[config.mk]
export PLATFORM = sky130hd
export DESIGN_NAME = escaped_frame_receiver
export DESIGN_NICKNAME = d
export VERILOG_FILES = /design/src/rtl/efr_pkg.sv /design/src/rtl/efr_front.sv /design/src/rtl/efr_queue.sv /design/src/rtl/efr_back.sv /design/src/rtl/escaped_frame_receiver.sv
export SDC_FILE = /design/constraint.sdc
export NUM_CORES = 1
export LEC_CHECK = 0
export BUFFER_PORTS_ARGS = -buffer_cell sky130_fd_sc_hd__buf_4
export CAP_MARGIN = 20
export CORE_MARGIN = 1.5
export CORE_UTILIZATION = 50
export DETAILED_ROUTE_END_ITERATION = 8
export PLACE_DENSITY_LB_ADDON = 0.15
export SLEW_MARGIN = 20
export SYNTH_ARGS = -nofsm -noshare
export SYNTH_HDL_FRONTEND = slang
export SYNTH_HIERARCHICAL = 1
export SYNTH_SLANG_ARGS = --single-unit
[constraint.sdc]
create_clock -name clk -period 5.1 [get_ports clk]
set_input_delay 0.765 -clock clk [delete_from_list [all_inputs] [get_ports clk]]
set_output_delay 0.765 -clock clk [all_outputs]
set_load 0.03 [all_outputs]
[src/rtl/efr_pkg.sv]
package efr_pkg;

  // input operation codes
  localparam logic [1:0] OP_START = 2'd0;
  localparam logic [1:0] OP_BYTE  = 2'd1;
  localparam logic [1:0] OP_TICK  = 2'd2;

  // line actions
  localparam logic [1:0] ACT_NONE = 2'd0;
  localparam logic [1:0] ACT_POLL = 2'd1;
  localparam logic [1:0] ACT_ACK  = 2'd2;
  localparam logic [1:0] ACT_NAK  = 2'd3;

  // session end codes
  localparam logic [1:0] END_GOOD    = 2'd0;
  localparam logic [1:0] END_ACK     = 2'd1;
  localparam logic [1:0] END_TIMEOUT = 2'd2;
  localparam logic [1:0] END_CKSUM   = 2'd3;

  // register indexes
  localparam logic [1:0] REG_START_BYTE    = 2'd0;
  localparam logic [1:0] REG_OWN_ADDRESS   = 2'd1;
  localparam logic [1:0] REG_MAX_RETRIES   = 2'd2;
  localparam logic [1:0] REG_TIMEOUT_LIMIT = 2'd3;

  // register reset values
  localparam logic [7:0] RST_START_BYTE    = 8'h7F;
  localparam logic [7:0] RST_OWN_ADDRESS   = 8'hFE;
  localparam logic [2:0] RST_MAX_RETRIES   = 3'd2;
  localparam logic [3:0] RST_TIMEOUT_LIMIT = 4'd3;

  // line bytes
  localparam logic [7:0] ESC_BYTE  = 8'h8E;
  localparam logic [7:0] ACK_BYTE  = 8'h8D;
  localparam logic [7:0] ESC_CODE1 = 8'h01;
  localparam logic [7:0] ESC_CODE2 = 8'h02;
  localparam logic [7:0] ESC_VAL1  = 8'h7F;
  localparam logic [7:0] ESC_VAL2  = 8'h8F;

  localparam logic [3:0] TMO_MAX = 4'hF;

  localparam int QUEUE_DEPTH = 2;

  localparam int CNT_W = 17;

  typedef enum logic [1:0] {
    K_START = 2'd0,
    K_BYTE  = 2'd1,
    K_TICK  = 2'd2,
    K_NOP   = 2'd3
  } kind_t;

  // one classified word in the queue
  typedef struct packed {
    kind_t      kind;
    logic [7:0] arg;     // device id or raw byte
    logic [7:0] mapped;  // raw byte after escape mapping
    logic       is_esc;  // raw byte is the escape byte
  } qword_t;

  typedef struct packed {
    logic [1:0]       action;
    logic [7:0]       poll_target;
    logic             byte_valid;
    logic [7:0]       byte_value;
    logic [CNT_W-1:0] byte_index;
    logic             finished;
    logic [1:0]       outcome;
    logic [CNT_W-1:0] frame_length;
  } result_t;

  typedef struct packed {
    logic [7:0] start_byte;
    logic [7:0] own_address;
    logic [2:0] max_retries;
    logic [3:0] timeout_limit;
  } cfg_t;

  typedef enum logic [7:0] {
    PH_HUNT    = 8'b0000_0001,
    PH_DEST    = 8'b0000_0010,
    PH_SRC     = 8'b0000_0100,
    PH_CMD     = 8'b0000_1000,
    PH_LEN_HI  = 8'b0001_0000,
    PH_LEN_LO  = 8'b0010_0000,
    PH_PAYLOAD = 8'b0100_0000,
    PH_CKSUM   = 8'b1000_0000
  } phase_t;

endpackage

[src/rtl/efr_front.sv]
module efr_front (
  input  logic              in_valid,
  input  logic [1:0]        in_operation,
  input  logic [7:0]        in_data_byte,
  input  logic [7:0]        in_device_id,
  input  logic              q_full,
  output logic              in_stall,
  output logic              q_push,
  output efr_pkg::qword_t   q_wdata
);
  import efr_pkg::*;

  assign in_stall = q_full;
  assign q_push   = in_valid && !q_full;

  always_comb begin
    q_wdata        = '0;
    q_wdata.is_esc = (in_data_byte == ESC_BYTE);
    if (in_data_byte == ESC_CODE1) begin
      q_wdata.mapped = ESC_VAL1;
    end else if (in_data_byte == ESC_CODE2) begin
      q_wdata.mapped = ESC_VAL2;
    end else begin
      q_wdata.mapped = in_data_byte;
    end
    case (in_operation)
      OP_START: begin
        q_wdata.kind = K_START;
        q_wdata.arg  = in_device_id;
      end
      OP_BYTE: begin
        q_wdata.kind = K_BYTE;
        q_wdata.arg  = in_data_byte;
      end
      OP_TICK: begin
        q_wdata.kind = K_TICK;
        q_wdata.arg  = in_data_byte;
      end
      default: begin
        q_wdata.kind = K_NOP;
        q_wdata.arg  = in_data_byte;
      end
    endcase
  end

endmodule

[src/rtl/efr_queue.sv]
module efr_queue #(
  parameter int DEPTH = efr_pkg::QUEUE_DEPTH
) (
  input  logic              clk,
  input  logic              rst_n,
  input  logic              push,
  input  efr_pkg::qword_t   wdata,
  input  logic              pop,
  output logic              full,
  output logic              not_empty,
  output efr_pkg::qword_t   rdata
);
  import efr_pkg::*;

  localparam int PW = (DEPTH > 1) ? $clog2(DEPTH) : 1;
  localparam int CW = $clog2(DEPTH + 1);
  localparam logic [PW-1:0] LAST  = PW'(DEPTH - 1);
  localparam logic [CW-1:0] FULLC = CW'(DEPTH);

  qword_t          mem_r [DEPTH];
  logic [PW-1:0]   wptr_r, wptr_nxt;
  logic [PW-1:0]   rptr_r, rptr_nxt;
  logic [CW-1:0]   count_r, count_nxt;

  assign full      = (count_r == FULLC);
  assign not_empty = (count_r != '0);
  assign rdata     = mem_r[rptr_r];

  always_comb begin
    wptr_nxt  = wptr_r;
    rptr_nxt  = rptr_r;
    count_nxt = count_r;
    if (push) begin
      wptr_nxt = (wptr_r == LAST) ? '0 : wptr_r + 1'b1;
    end
    if (pop) begin
      rptr_nxt = (rptr_r == LAST) ? '0 : rptr_r + 1'b1;
    end
    if (push && !pop) begin
      count_nxt = count_r + 1'b1;
    end else if (pop && !push) begin
      count_nxt = count_r - 1'b1;
    end
  end

  always_ff @(posedge clk) begin
    if (!rst_n) begin
      wptr_r  <= '0;
      rptr_r  <= '0;
      count_r <= '0;
    end else begin
      wptr_r  <= wptr_nxt;
      rptr_r  <= rptr_nxt;
      count_r <= count_nxt;
    end
  end

  always_ff @(posedge clk) begin
    if (push) begin
      mem_r[wptr_r] <= wdata;
    end
  end

endmodule

[src/rtl/efr_back.sv]
module efr_back (
  input  logic              clk,
  input  logic              rst_n,
  input  efr_pkg::cfg_t     cfg,
  input  logic              q_not_empty,
  input  efr_pkg::qword_t   q_rdata,
  output logic              q_pop,
  input  logic              out_stall,
  output logic              out_valid,
  output efr_pkg::result_t  out_res
);
  import efr_pkg::*;

  logic             active_r, active_nxt;
  phase_t           phase_r, phase_nxt;
  logic             esc_r, esc_nxt;
  logic [7:0]       sum_r, sum_nxt;
  logic [15:0]      remain_r, remain_nxt;
  logic [CNT_W-1:0] cnt_r, cnt_nxt;
  logic [2:0]       retry_r, retry_nxt;
  logic [3:0]       tmo_r, tmo_nxt;
  logic             out_valid_r, out_valid_nxt;
  result_t          res_r, res_nxt;

  logic [7:0]       b;
  logic             skip;
  logic [7:0]       sum_add;
  logic [15:0]      len_full;
  logic [15:0]      remain_dec;

  assign q_pop     = q_not_empty && (!out_valid_r || !out_stall);
  assign out_valid = out_valid_r;
  assign out_res   = res_r;

  assign sum_add    = sum_r + b;
  assign len_full   = {remain_r[15:8], b};
  assign remain_dec = remain_r - 16'd1;

  always_comb begin
    b = q_rdata.arg;
    if (esc_r) begin
      b = q_rdata.mapped;
    end
  end

  always_comb begin
    active_nxt = active_r;
    phase_nxt  = phase_r;
    esc_nxt    = esc_r;
    sum_nxt    = sum_r;
    remain_nxt = remain_r;
    cnt_nxt    = cnt_r;
    retry_nxt  = retry_r;
    tmo_nxt    = tmo_r;
    res_nxt    = '0;
    skip       = 1'b0;

    if (q_pop) begin
      case (q_rdata.kind)
        K_START: begin
          active_nxt          = 1'b1;
          phase_nxt           = PH_HUNT;
          esc_nxt             = 1'b0;
          sum_nxt             = '0;
          remain_nxt          = '0;
          cnt_nxt             = '0;
          retry_nxt           = '0;
          tmo_nxt             = '0;
          res_nxt.action      = ACT_POLL;
          res_nxt.poll_target = q_rdata.arg;
        end
        K_BYTE: begin
          if (active_r) begin
            tmo_nxt = '0;
            if (esc_r) begin
              esc_nxt = 1'b0;
            end else if (phase_r != PH_HUNT && q_rdata.is_esc) begin
              esc_nxt = 1'b1;
              skip    = 1'b1;
            end
            if (!skip) begin
              // every phase but an unmatched hunt stores the byte
              res_nxt.byte_value = b;
              res_nxt.byte_index = cnt_r;
              cnt_nxt            = cnt_r + 1'b1;
              res_nxt.byte_valid = 1'b1;
              sum_nxt            = sum_add;
              case (phase_r)
                PH_HUNT: begin
                  if (b == cfg.start_byte) begin
                    res_nxt.byte_index = '0;
                    cnt_nxt            = CNT_W'(1);
                    sum_nxt            = b;
                    phase_nxt          = PH_DEST;
                  end else begin
                    res_nxt.byte_valid = 1'b0;
                    res_nxt.byte_value = '0;
                    res_nxt.byte_index = '0;
                    cnt_nxt            = cnt_r;
                    sum_nxt            = sum_r;
                    if (b == ACK_BYTE) begin
                      res_nxt.finished = 1'b1;
                      res_nxt.outcome  = END_ACK;
                      active_nxt       = 1'b0;
                      esc_nxt          = 1'b0;
                    end
                  end
                end
                PH_DEST: begin
                  phase_nxt = (b == cfg.own_address) ? PH_SRC : PH_HUNT;
                end
                PH_SRC: begin
                  phase_nxt = PH_CMD;
                end
                PH_CMD: begin
                  phase_nxt = PH_LEN_HI;
                end
                PH_LEN_HI: begin
                  remain_nxt = {b, 8'h00};
                  phase_nxt  = PH_LEN_LO;
                end
                PH_LEN_LO: begin
                  remain_nxt = len_full;
                  phase_nxt  = (len_full == '0) ? PH_CKSUM : PH_PAYLOAD;
                end
                PH_PAYLOAD: begin
                  remain_nxt = remain_dec;
                  if (remain_dec == '0) begin
                    phase_nxt = PH_CKSUM;
                  end
                end
                default: begin
                  // checksum: good when the byte sum closes to zero
                  sum_nxt   = sum_r;
                  phase_nxt = PH_HUNT;
                  if (sum_add == '0) begin
                    res_nxt.action       = ACT_ACK;
                    res_nxt.frame_length = cnt_r + 1'b1;
                    res_nxt.finished     = 1'b1;
                    res_nxt.outcome      = END_GOOD;
                    active_nxt           = 1'b0;
                    esc_nxt              = 1'b0;
                  end else if (retry_r >= cfg.max_retries) begin
                    res_nxt.finished = 1'b1;
                    res_nxt.outcome  = END_CKSUM;
                    active_nxt       = 1'b0;
                    esc_nxt          = 1'b0;
                  end else begin
                    retry_nxt      = retry_r + 1'b1;
                    res_nxt.action = ACT_NAK;
                  end
                end
              endcase
            end
          end
        end
        K_TICK: begin
          if (active_r) begin
            tmo_nxt = (tmo_r != TMO_MAX) ? tmo_r + 1'b1 : tmo_r;
            if (tmo_nxt >= cfg.timeout_limit) begin
              res_nxt.finished = 1'b1;
              res_nxt.outcome  = END_TIMEOUT;
              active_nxt       = 1'b0;
              phase_nxt        = PH_HUNT;
              esc_nxt          = 1'b0;
            end
          end
        end
        default: begin
        end
      endcase
    end
  end

  always_comb begin
    if (q_pop) begin
      out_valid_nxt = 1'b1;
    end else if (out_stall) begin
      out_valid_nxt = out_valid_r;
    end else begin
      out_valid_nxt = 1'b0;
    end
  end

  always_ff @(posedge clk) begin
    if (!rst_n) begin
      active_r    <= 1'b0;
      phase_r     <= PH_HUNT;
      esc_r       <= 1'b0;
      sum_r       <= '0;
      remain_r    <= '0;
      cnt_r       <= '0;
      retry_r     <= '0;
      tmo_r       <= '0;
      out_valid_r <= 1'b0;
    end else begin
      active_r    <= active_nxt;
      phase_r     <= phase_nxt;
      esc_r       <= esc_nxt;
      sum_r       <= sum_nxt;
      remain_r    <= remain_nxt;
      cnt_r       <= cnt_nxt;
      retry_r     <= retry_nxt;
      tmo_r       <= tmo_nxt;
      out_valid_r <= out_valid_nxt;
    end
  end

  always_ff @(posedge clk) begin
    if (q_pop) begin
      res_r <= res_nxt;
    end
  end

endmodule

[src/rtl/escaped_frame_receiver.sv]
// Channel | Direction | Handshake            | Word
// in_     | input     | in_valid / in_stall  | operation, data_byte, device_id
// out_    | output    | out_valid / out_stall| action ... frame_length (8 fields)
// APB     | input     | psel/penable/pready  | 4 registers at byte address 4*i
//
// One word per cycle sustained while out_stall stays low; an accepted word passes
// the queue write, then the registered parser step, before its result leaves.
// in_stall rises when the queue is full (two words at the default depth); with
// words arriving every cycle a stalled result is enough to fill it.
// rst_n is synchronous: clears session, queue and output valid, loads
// register defaults. Configuration writes belong in idle periods only.
module escaped_frame_receiver #(
  parameter int QDEPTH = efr_pkg::QUEUE_DEPTH
) (
  input  logic        clk,
  input  logic        rst_n,
  input  logic        in_valid,
  output logic        in_stall,
  input  logic [1:0]  in_operation,
  input  logic [7:0]  in_data_byte,
  input  logic [7:0]  in_device_id,
  output logic        out_valid,
  input  logic        out_stall,
  output logic [1:0]  out_action,
  output logic [7:0]  out_poll_target,
  output logic        out_byte_valid,
  output logic [7:0]  out_byte_value,
  output logic [16:0] out_byte_index,
  output logic        out_finished,
  output logic [1:0]  out_outcome,
  output logic [16:0] out_frame_length,
  input  logic        psel,
  input  logic        penable,
  input  logic        pwrite,
  input  logic [3:0]  paddr,
  input  logic [31:0] pwdata,
  output logic [31:0] prdata,
  output logic        pready
);
  import efr_pkg::*;

  cfg_t       cfg_r, cfg_nxt;
  logic [1:0] cfg_idx;
  logic       cfg_wr;

  qword_t     q_wdata, q_rdata;
  logic       q_push, q_pop, q_full, q_not_empty;
  result_t    res;

  // ---------------- configuration port ----------------
  assign pready  = 1'b1;
  assign cfg_idx = paddr[3:2];
  assign cfg_wr  = psel && penable && pwrite;

  always_comb begin
    cfg_nxt = cfg_r;
    if (cfg_wr) begin
      case (cfg_idx)
        REG_START_BYTE:    cfg_nxt.start_byte    = pwdata[7:0];
        REG_OWN_ADDRESS:   cfg_nxt.own_address   = pwdata[7:0];
        REG_MAX_RETRIES:   cfg_nxt.max_retries   = pwdata[2:0];
        REG_TIMEOUT_LIMIT: cfg_nxt.timeout_limit = pwdata[3:0];
        default: begin
        end
      endcase
    end
  end

  always_comb begin
    case (cfg_idx)
      REG_START_BYTE:    prdata = {24'd0, cfg_r.start_byte};
      REG_OWN_ADDRESS:   prdata = {24'd0, cfg_r.own_address};
      REG_MAX_RETRIES:   prdata = {29'd0, cfg_r.max_retries};
      REG_TIMEOUT_LIMIT: prdata = {28'd0, cfg_r.timeout_limit};
      default:           prdata = '0;
    endcase
  end

  always_ff @(posedge clk) begin
    if (!rst_n) begin
      cfg_r.start_byte    <= RST_START_BYTE;
      cfg_r.own_address   <= RST_OWN_ADDRESS;
      cfg_r.max_retries   <= RST_MAX_RETRIES;
      cfg_r.timeout_limit <= RST_TIMEOUT_LIMIT;
    end else begin
      cfg_r <= cfg_nxt;
    end
  end

  // ---------------- front: accept and classify ----------------
  efr_front u_front (
    .in_valid     (in_valid),
    .in_operation (in_operation),
    .in_data_byte (in_data_byte),
    .in_device_id (in_device_id),
    .q_full       (q_full),
    .in_stall     (in_stall),
    .q_push       (q_push),
    .q_wdata      (q_wdata)
  );

  // ---------------- decoupling queue ----------------
  efr_queue #(
    .DEPTH (QDEPTH)
  ) u_queue (
    .clk       (clk),
    .rst_n     (rst_n),
    .push      (q_push),
    .wdata     (q_wdata),
    .pop       (q_pop),
    .full      (q_full),
    .not_empty (q_not_empty),
    .rdata     (q_rdata)
  );

  // ---------------- back: frame parser and result register ----------------
  efr_back u_back (
    .clk         (clk),
    .rst_n       (rst_n),
    .cfg         (cfg_r),
    .q_not_empty (q_not_empty),
    .q_rdata     (q_rdata),
    .q_pop       (q_pop),
    .out_stall   (out_stall),
    .out_valid   (out_valid),
    .out_res     (res)
  );

  assign out_action       = res.action;
  assign out_poll_target  = res.poll_target;
  assign out_byte_valid   = res.byte_valid;
  assign out_byte_value   = res.byte_value;
  assign out_byte_index   = res.byte_index;
  assign out_finished     = res.finished;
  assign out_outcome      = res.outcome;
  assign out_frame_length = res.frame_length;

endmodule
# Word-level counts from Yosys, hierarchy flattened
# Memories as Yosys holds them, arrays and structs flattened. A register that Yosys moved wholly into a read port is not among the register bits.
# Index checks and enable logic that the tools add are counted.
dict set report op_classes {
  add_sub_neg 9
  n_lt_le_gt_ge 2
  n_eq_ne 37
  muxes 94
  bitwise_logic 3
  reduce_logical 41
}
# operator n
set op_table {}
lappend op_table {{one-hot mux 32 bit (4 select lines)} 1}
lappend op_table {{two-way mux 8 bit} 13}
lappend op_table {{two-way mux 17 bit} 6}
lappend op_table {{one-hot mux 8 bit (7 select lines)} 1}
lappend op_table {{one-hot mux 16 bit (3 select lines)} 1}
lappend op_table {{two-way mux 20 bit} 2}
lappend op_table {{two-way mux 3 bit} 12}
lappend op_table {{one-hot mux 17 bit (2 select lines)} 1}
lappend op_table {{zero test 16 bit} 2}
lappend op_table {{two-way mux 16 bit} 2}
lappend op_table {{one-hot mux 16 bit (2 select lines)} 1}
lappend op_table {{one-hot mux 8 bit (2 select lines)} 2}
lappend op_table {{one-hot mux 10 bit (3 select lines)} 1}
lappend op_table {{two-way mux 1 bit} 29}
lappend op_table {{two-way mux 26 bit} 1}
lappend op_table {{one-hot mux 8 bit (3 select lines)} 1}
lappend op_table {{one-hot mux 3 bit (2 select lines)} 3}
lappend op_table {{adder 17 x 1 -> 17 bit (second input constant)} 1}
lappend op_table {{== test 8 x 1 -> 1 bit (second input constant)} 2}
lappend op_table {{== test 8 x 2 -> 1 bit (second input constant)} 2}
lappend op_table {{== test 8 bit} 2}
lappend op_table {{== test 8 bit (second input constant)} 2}
lappend op_table {{subtractor 16 x 1 -> 16 bit (second input constant)} 1}
lappend op_table {{AND reduction 5 bit} 3}
lappend op_table {{46 further kinds} 94}
dict set report word_totals {
  register_bits 142
  mem_bits_rw 38
  inputBits 61
  out_inout_bits 91
  word_cells 212
  n_memories 1
}
# name depth word_bits rd rd_ports_with_merged_regs wr line
set mem_list {}
lappend mem_list {u_queue.mem_r 2 19 1 1 1 efr_queue.sv:20} ;# qword_t mem_r [DEPTH];

# Depth between registers and ports, before layout
# Gate-level depths: netlist (run 1).
dict set report depth {
  depth_word 10
  depth_mapped 16
  mapped_depth_nobuf 12
}

# Cells and area by module
# The synthesis (run 1) kept the hierarchy.
# mod instances cells_each area_each_um2 seq_area_each_um2
set modules_own_cells {}
lappend modules_own_cells {efr_back 1 709 6573.8 2862.7}
lappend modules_own_cells {efr_queue 1 81 1592.8 1241.2}
lappend modules_own_cells {escaped_frame_receiver 1 140 1326.3 460.4}
lappend modules_own_cells {efr_front 1 32 255.2 0.0}

# Least setup slack after synthesis (run 1)
# OpenSTA, ideal clock, no wires.
dict set report synth_timing {
  path_kind {register to register}
  start {reg (tool-made name)}
  end {reg u_back.res_r (netlist bit u_back/out_res[11]) (data pin)}
  setup_ps 140
  arrival_time_ps 3911
  required_ps 4960
  setup_slack_ps 1049
  stages_incl_launch_ff 17
  n_path_buf 4
  cell_sequence {dfxtp_1 > buf_2 > buf_6 > mux2_2 > mux2i_2 > inv_1 > ha_1 > fa_1 > a211oi_1 > nor2_1 > xor2_1 > or3_1 > or4_4 > nand2b_4 > buf_6 > buf_6 > nor2_1}
}
# item line
set synth_lines {}
lappend synth_lines {{end signal: assignment} efr_back.sv:211} ;# res_r <= res_nxt;
lappend synth_lines {{end: declaration} efr_back.sv:23} ;# result_t res_r, res_nxt;

==> run metrics, run 1 <==
Final Max Slew Viols=0; DIE AREA=20,300 µm²; placed cell areas=10,600 µm²; Worst-path clk slew=0.07 ns; Pleak=4.39 nW; area of the multi-input gates=4720 µm²; Final nets=1,144; Final WS setup=0.680 ns; CP arrival=4.76 ns; Initial Utilization=51.6%; vias in the first global route=6,828; vias per cell=5.46; most frequent CP cell=a211oi_1; Worst-Margin Slew=1.17 ns; Synth Flop Type=edfxtp_1; most frequent cells in the layout=buf_4, nor2_1, edfxtp_1, dfxtp_1; share of power burned in registers=37.8%; CP Cell Sequence=buf_4 -> mux2_2 -> mux2i_2 -> inv_1 -> fa_1 -> a211oi_1 -> nor2_1 -> xor2_1 -> or3_1 -> o41ai_2 -> a21oi_1 -> a211oi_1; setup repair bufs after CTS=0; H-tree depth=4; EDFF count, synth=94; library cells used by synthesis=72; layout cells sized above 1=20.1%; FMAX=0.226 GHz; CP Launch Type=flip-flop; Fin Clk Skew=0.0127 ns; PwrDens=468 nW/µm²; relative slew slack=21.2%; clock period minus worst slack=4.42 ns; WL/cell=16.6 µm; Final Hold Viols=0; first-pass GRT wire length=35.6 mm; Peak VDD IR=0.000237 V; Switching Power=1.96 mW; hold buffers post-CTS=0; TritonRoute pass-1 iters=5; Num CTS Buffers=17; clk buf depth=2; residual DRC count=0; die width=143 µm; worst skew pair latency=0.44 ns; Logic pwr share=36.8%; Synth Register Bits=181; Netlist Area Pre-Place=9750 µm²; IO buf count=100; critical path class=flip-flop to flip-flop; routability cong.=0.872; Ports=152; Fin Hold WS=0.489 ns; post-route cell area=11,300 µm²; unrepaired setup endpoints after global routing=false; period utilization=86.7%; detailed-route wire length=22.1 mm; CTS tree=built; DP HPWL=15.9 mm; synthesis-to-layout area growth=15.4%; Routed Antenna Nets=0; antenna violations before repair=0; post-synthesis sequential area ratio=46.8%; CP max FO=11; status=complete, no violations; total gr overflow=0; max-cap violations=0; crit end category=flip-flop; internal power=3.31 mW; chip height=143 µm; CP max stage cell=o41ai_2; clk root buf=clkbuf_16; FF/Latch Area=4560 µm²; fill count=1,672; CP peak stage delay=0.68 ns; Setup-failing EPs final=0; via count=7,264; largest net degree at the start of global routing=58; fraction of registers with async set/reset=0%; sw frac=37.2%; Hold WC Path Type=flip-flop to flip-flop; # diodes=0; Critical Path RT=5.44 ns; Power, Total=5.26 mW; Num Clock Sinks=181; Setup TNS=0 ns; most common cell after layout, fill and taps aside=buf_4; row count=50; core area=18,900 µm²; Overall Global Routing Usage=22.4%; Place WS=0.718 ns; Clock power frac=25.4%; Ys Warns=6; Iter 0 DRT Violations=543; Syn Area/Cell=10.1 µm²; Resize count post-CTS=0; synthesized instance count=962
==> sequential cells by signal, summed over array words and instances (netlist names), 2 cells and up, named ones only <==
signal / flops
u_back/cnt_r: 17
u_queue/mem_r: 38
u_back/sum_r: 8
u_back/remain_r: 16
u_back/retry_r: 3
u_back/out_res: 56
u_queue/count_r: 2
u_back/tmo_r: 4
u_back/phase_r: 8
cfg_r: 23
==> critical path: cells and delay by family (launching register included) <==
kind                     cells  cell delay, ns
adder cells (fa/ha/maj)      1            0.45
AO/OA/AOI/OAI                4            1.55
XOR/XNOR                     1            0.17
AND/OR/NAND/NOR              2            0.48
multiplexers                 2            0.67
buffers and inverters        2            0.38
flip-flops                   1            0.62
==> synth_stat cells (28+ instances only) <==
| cell | n | share of area (%) |
|---|---|---|
| nor2_1 | 107 | 4.1 |
| edfxtp_1 | 94 | 29 |
| dfxtp_1 | 87 | 18 |
| mux2i_1 | 46 | 4.7 |
| nand2_1 | 46 | 1.8 |
| xnor2_1 | 43 | 3.9 |
| inv_1 | 38 | 1.5 |
| a21oi_1 | 36 | 1.8 |
| and2_1 | 35 | 2.2 |
| o21ai_0 | 35 | 1.8 |
| nor2b_1 | 33 | 2.1 |
| mux2_2 | 29 | 3.3 |
| buf_4 | 28 | 2.2 |
==> cell type report <==
type	count	share of cell area (%)
flip-flops and latches	181	40.6
clock buffers	18	3.81
well taps	260	2.89
clock inverters	14	1.53
inverters	39	1.30
multi-input cells	700	42.0
repair buffers	119	7.94
==> through the flow <==
stage | cells | utilization (%)
6_report | 1331 | 59.6
5_1_grt | 1331 | 59.6
4_1_cts | 1331 | 59.5
3_5_place_dp | 1299 | 56.3
3_3_place_gp | 1299 | 56.3
2_1_floorplan | 985 | -
==> cells by family (layout without fill, tap and decap cells) <==
kind of cell | count (synthesis) | in the layout | share of synthesized area (%)
xor gates and xnor gates | 58 | 58 | 5.21
other | 2 | 25 | 0.0770
muxes | 84 | 84 | 9.61
buffers and inverters | 104 | 190 | 5.69
and+or+nand+nor | 356 | 356 | 19.2
adders and majority gates | 25 | 25 | 3.29
AOI/OAI and AO/OA | 152 | 152 | 10.1
DFF | 181 | 181 | 46.8
==> per-layer routing <==
layer  part of all wire, %  vias to the layer above  global-route usage (%)  wire [µm]
met3                   4.7                       31                    4.23       1030
li1                      -                     3581                       -          -
met4                   2.5                        0                    7.98        559
met5                     0                        -                       0          0
met1                    47                     3451                    30.6      10500
met2                    45                      201                    35.8      10100
==> worst paths after layout <==
| kind | from | to | slack, ns | cells after the start |
|---|---|---|---|---|
| worst max-delay path | flip-flop | u_back/retry_r[0]$_SDFFE_PN0P_ | 0.68 | 12 |
| worst min-delay path | u_queue/count_r[1]$_SDFFE_PN0P_ | u_queue/count_r[1]$_SDFFE_PN0P_ | 0.49 | 2 |
| worst max register to register | flip-flop | u_back/retry_r[0]$_SDFFE_PN0P_ | 0.68 | 12 |
| worst min register to register | u_queue/count_r[1]$_SDFFE_PN0P_ | u_queue/count_r[1]$_SDFFE_PN0P_ | 0.49 | 2 |
==> power by group through the flow <==
stage | clock network, mW | registers (mW) | logic (mW)
3_5_place_dp | 0 | 2.02 | 1.93
3_3_place_gp | 0 | 2.02 | 1.92
6_report | 1.34 | 1.99 | 1.94
4_1_cts | 1.36 | 1.99 | 1.94
5_1_grt | 1.41 | 2.02 | 2.08
2_1_floorplan | 0 | 2.39 | 0.932
No activity file was read; power rests on OpenSTA's default activity.
==> run 2: changes to the inputs <==
==> constraint.sdc (replaced) <==
create_clock -name clk -period 4.9 [get_ports clk]
set_input_delay 0.735 -clock clk [delete_from_list [all_inputs] [get_ports clk]]
set_output_delay 0.735 -clock clk [all_outputs]
set_load 0.03 [all_outputs]
==> run 2 against run 1 <==
Maximum frequency rose by 5.0%; cell count shrank 0.23%; worst hold slack better by 0.0043 ns; first-iteration DRC count decreased by 5.3%; largest cell class unchanged; highest routed layer unchanged; via count barely moved; global-route usage decreased by 0.33 points.
==> run metrics, run 2 (synthesized netlist as in run 1, its figures left out) <==
hold buffers post-CTS=0; crit end category=flip-flop; Initial Utilization=51.6%; Setup-failing EPs final=0; H-tree depth=4; unrepaired setup endpoints after global routing=false; clk root buf=clkbuf_16; clock period minus worst slack=4.21 ns; Iter 0 DRT Violations=514; chip height=143 µm; Final Hold Viols=0; GR Util met3=3.89%; setup repair bufs after CTS=0; row count=50; Routed Antenna Nets=0; vias per cell=5.47; Final nets=1,141; most common cell after layout, fill and taps aside=buf_4; CP Launch Type=flip-flop; met2 Use GR=35.6%; DIE AREA=20,300 µm²; Placed Cells=1,296; core area=18,900 µm²; total gr overflow=0; Num CTS Buffers=17; routability cong.=0.885; Overall Global Routing Usage=22.1%; antenna violations before repair=0; final core occ=59.4%; Resize count post-CTS=0; placed cell areas=10,600 µm²; worst reg-to-reg path cell count=12; gr busiest metal=met2; synthesis-to-layout area growth=15.2%; RR Endpoint=u_back/retry_r[0]$_SDFFE_PN0P_; Fin Clk Skew=0.0143 ns; Setup crit end=u_back/retry_r[0]$_SDFFE_PN0P_; post-route cell area=11,200 µm²; CP peak stage delay=0.65 ns; # diodes=0; largest net degree at the start of global routing=58; CP Cell Sequence=buf_4 -> mux2_2 -> mux2i_2 -> inv_1 -> fa_1 -> a211oi_1 -> nor2_1 -> xor2_1 -> or3_1 -> o41ai_2 -> a21oi_1 -> a211oi_1; met1 Use GR=30.6%; final instance count without filler cells=1,328; WL/cell=16.7 µm; residual DRC count=0; critical path class=flip-flop to flip-flop; CP max stage cell=o41ai_2; period utilization=85.9%; vias in the first global route=6,747; clk buf depth=2; first-pass GRT wire length=35.2 mm; DP HPWL=16.0 mm; Ports=152; IO buf count=100; Worst-path clk slew=0.07 ns; die width=143 µm; CP arrival=4.56 ns; layout cells sized above 1=19.8%; TritonRoute pass-1 iters=5; detailed-route wire length=22.2 mm; max-cap violations=0; most frequent cells in the layout=buf_4, nor2_1, edfxtp_1, dfxtp_1; Critical Path RT=5.25 ns; worst skew pair latency=0.43 ns; Setup TNS=0 ns; status=complete, no violations; max reg flops=56; Worst R2R Setup Slack=0.69 ns; Peak VDD IR=0.000273 V; Power, Total=5.49 mW; Hold WC Path Type=flip-flop to flip-flop; Pleak=4.38 nW; most frequent CP cell=a211oi_1; CTS tree=built; Worst-Margin Slew=1.16 ns; relative slew slack=21.6%; via count=7,269; FMAX=0.238 GHz; PwrDens=489 nW/µm²; Num Clock Sinks=181; Final Max Slew Viols=0; CP max FO=14
run 2: cell count changes in the layout (fill, tap and decap cells not counted):
cell,before,now
clkinv_8,1,0
nor3b_1,2,3
buf_4,119,116
nor3b_2,1,0
clkbuf_8,0,1
clkinv_2,1,0
inv_8,3,4
clkinv_4,3,1
inv_6,1,3
run 2: metal layers:
metal  vias to the layer above  wire length (µm)  share of wire, %
met2                       225             10400                47
li1                       3582                 -                 -
met3                        23              1170               5.3
met4                         0               310               1.4
met1                      3439             10300                46
met5                         -                 0                 0
run 2: final cells by class:
cell class | count | area [µm²]
repair buffers | 116 | 871
multi-input cells | 700 | 4720
inverters | 39 | 146
flip-flops and latches | 181 | 4560
clock inverters | 13 | 163
clock buffers | 19 | 443
well taps | 260 | 325
fillers | 1682 | 7660
run 2: power by group:
group / switching [mW] / leakage (nW) / total (mW) / internal [mW]
combinational: 1.30 / 2.48 / 2.01 / 0.719
clock: 0.624 / 0.288 / 1.41 / 0.786
sequential: 0.117 / 1.61 / 2.06 / 1.95
run 2: worst max-delay path, delay by kind of cell, from the launching register on:
| kind | cells | cell delay, ns |
|---|---|---|
| AOI/OAI and AO/OA | 4 | 1.51 |
| muxes | 2 | 0.65 |
| DFF | 1 | 0.47 |
| and+or+nand+nor | 2 | 0.46 |
| adders and majority gates | 1 | 0.45 |
| buffers and inverters | 2 | 0.43 |
| xor gates and xnor gates | 1 | 0.16 |
run 2: per-stage QoR:
stage	worst slack (ns)	hold slack [ns]
2_1_floorplan	0.849	0.445
3_3_place_gp	0.755	0.477
3_5_place_dp	0.716	0.485
4_1_cts	0.685	0.502
5_1_grt	0.462	0.505
6_report	0.692	0.494
run 2: how the worst min path moves through the flow:
stage	start	endpoint	slack, ns	cells after the start
floorplan	cfg_r[2]$_SDFFE_PN0P_	cfg_r[2]$_SDFFE_PN0P_	0.44	2
global placement	u_back/tmo_r[1]$_SDFFE_PN0P_	u_back/tmo_r[1]$_SDFFE_PN0P_	0.48	2
detailed placement	cfg_r[6]$_SDFFE_PN0P_	cfg_r[6]$_SDFFE_PN0P_	0.49	2
CTS	u_queue/count_r[1]$_SDFFE_PN0P_	u_queue/count_r[1]$_SDFFE_PN0P_	0.50	2
global route	in_operation[1]	u_queue/mem_r[0][18]$_DFFE_PP_	0.50	1
finish	u_queue/count_r[1]$_SDFFE_PN0P_	u_queue/count_r[1]$_SDFFE_PN0P_	0.49	2
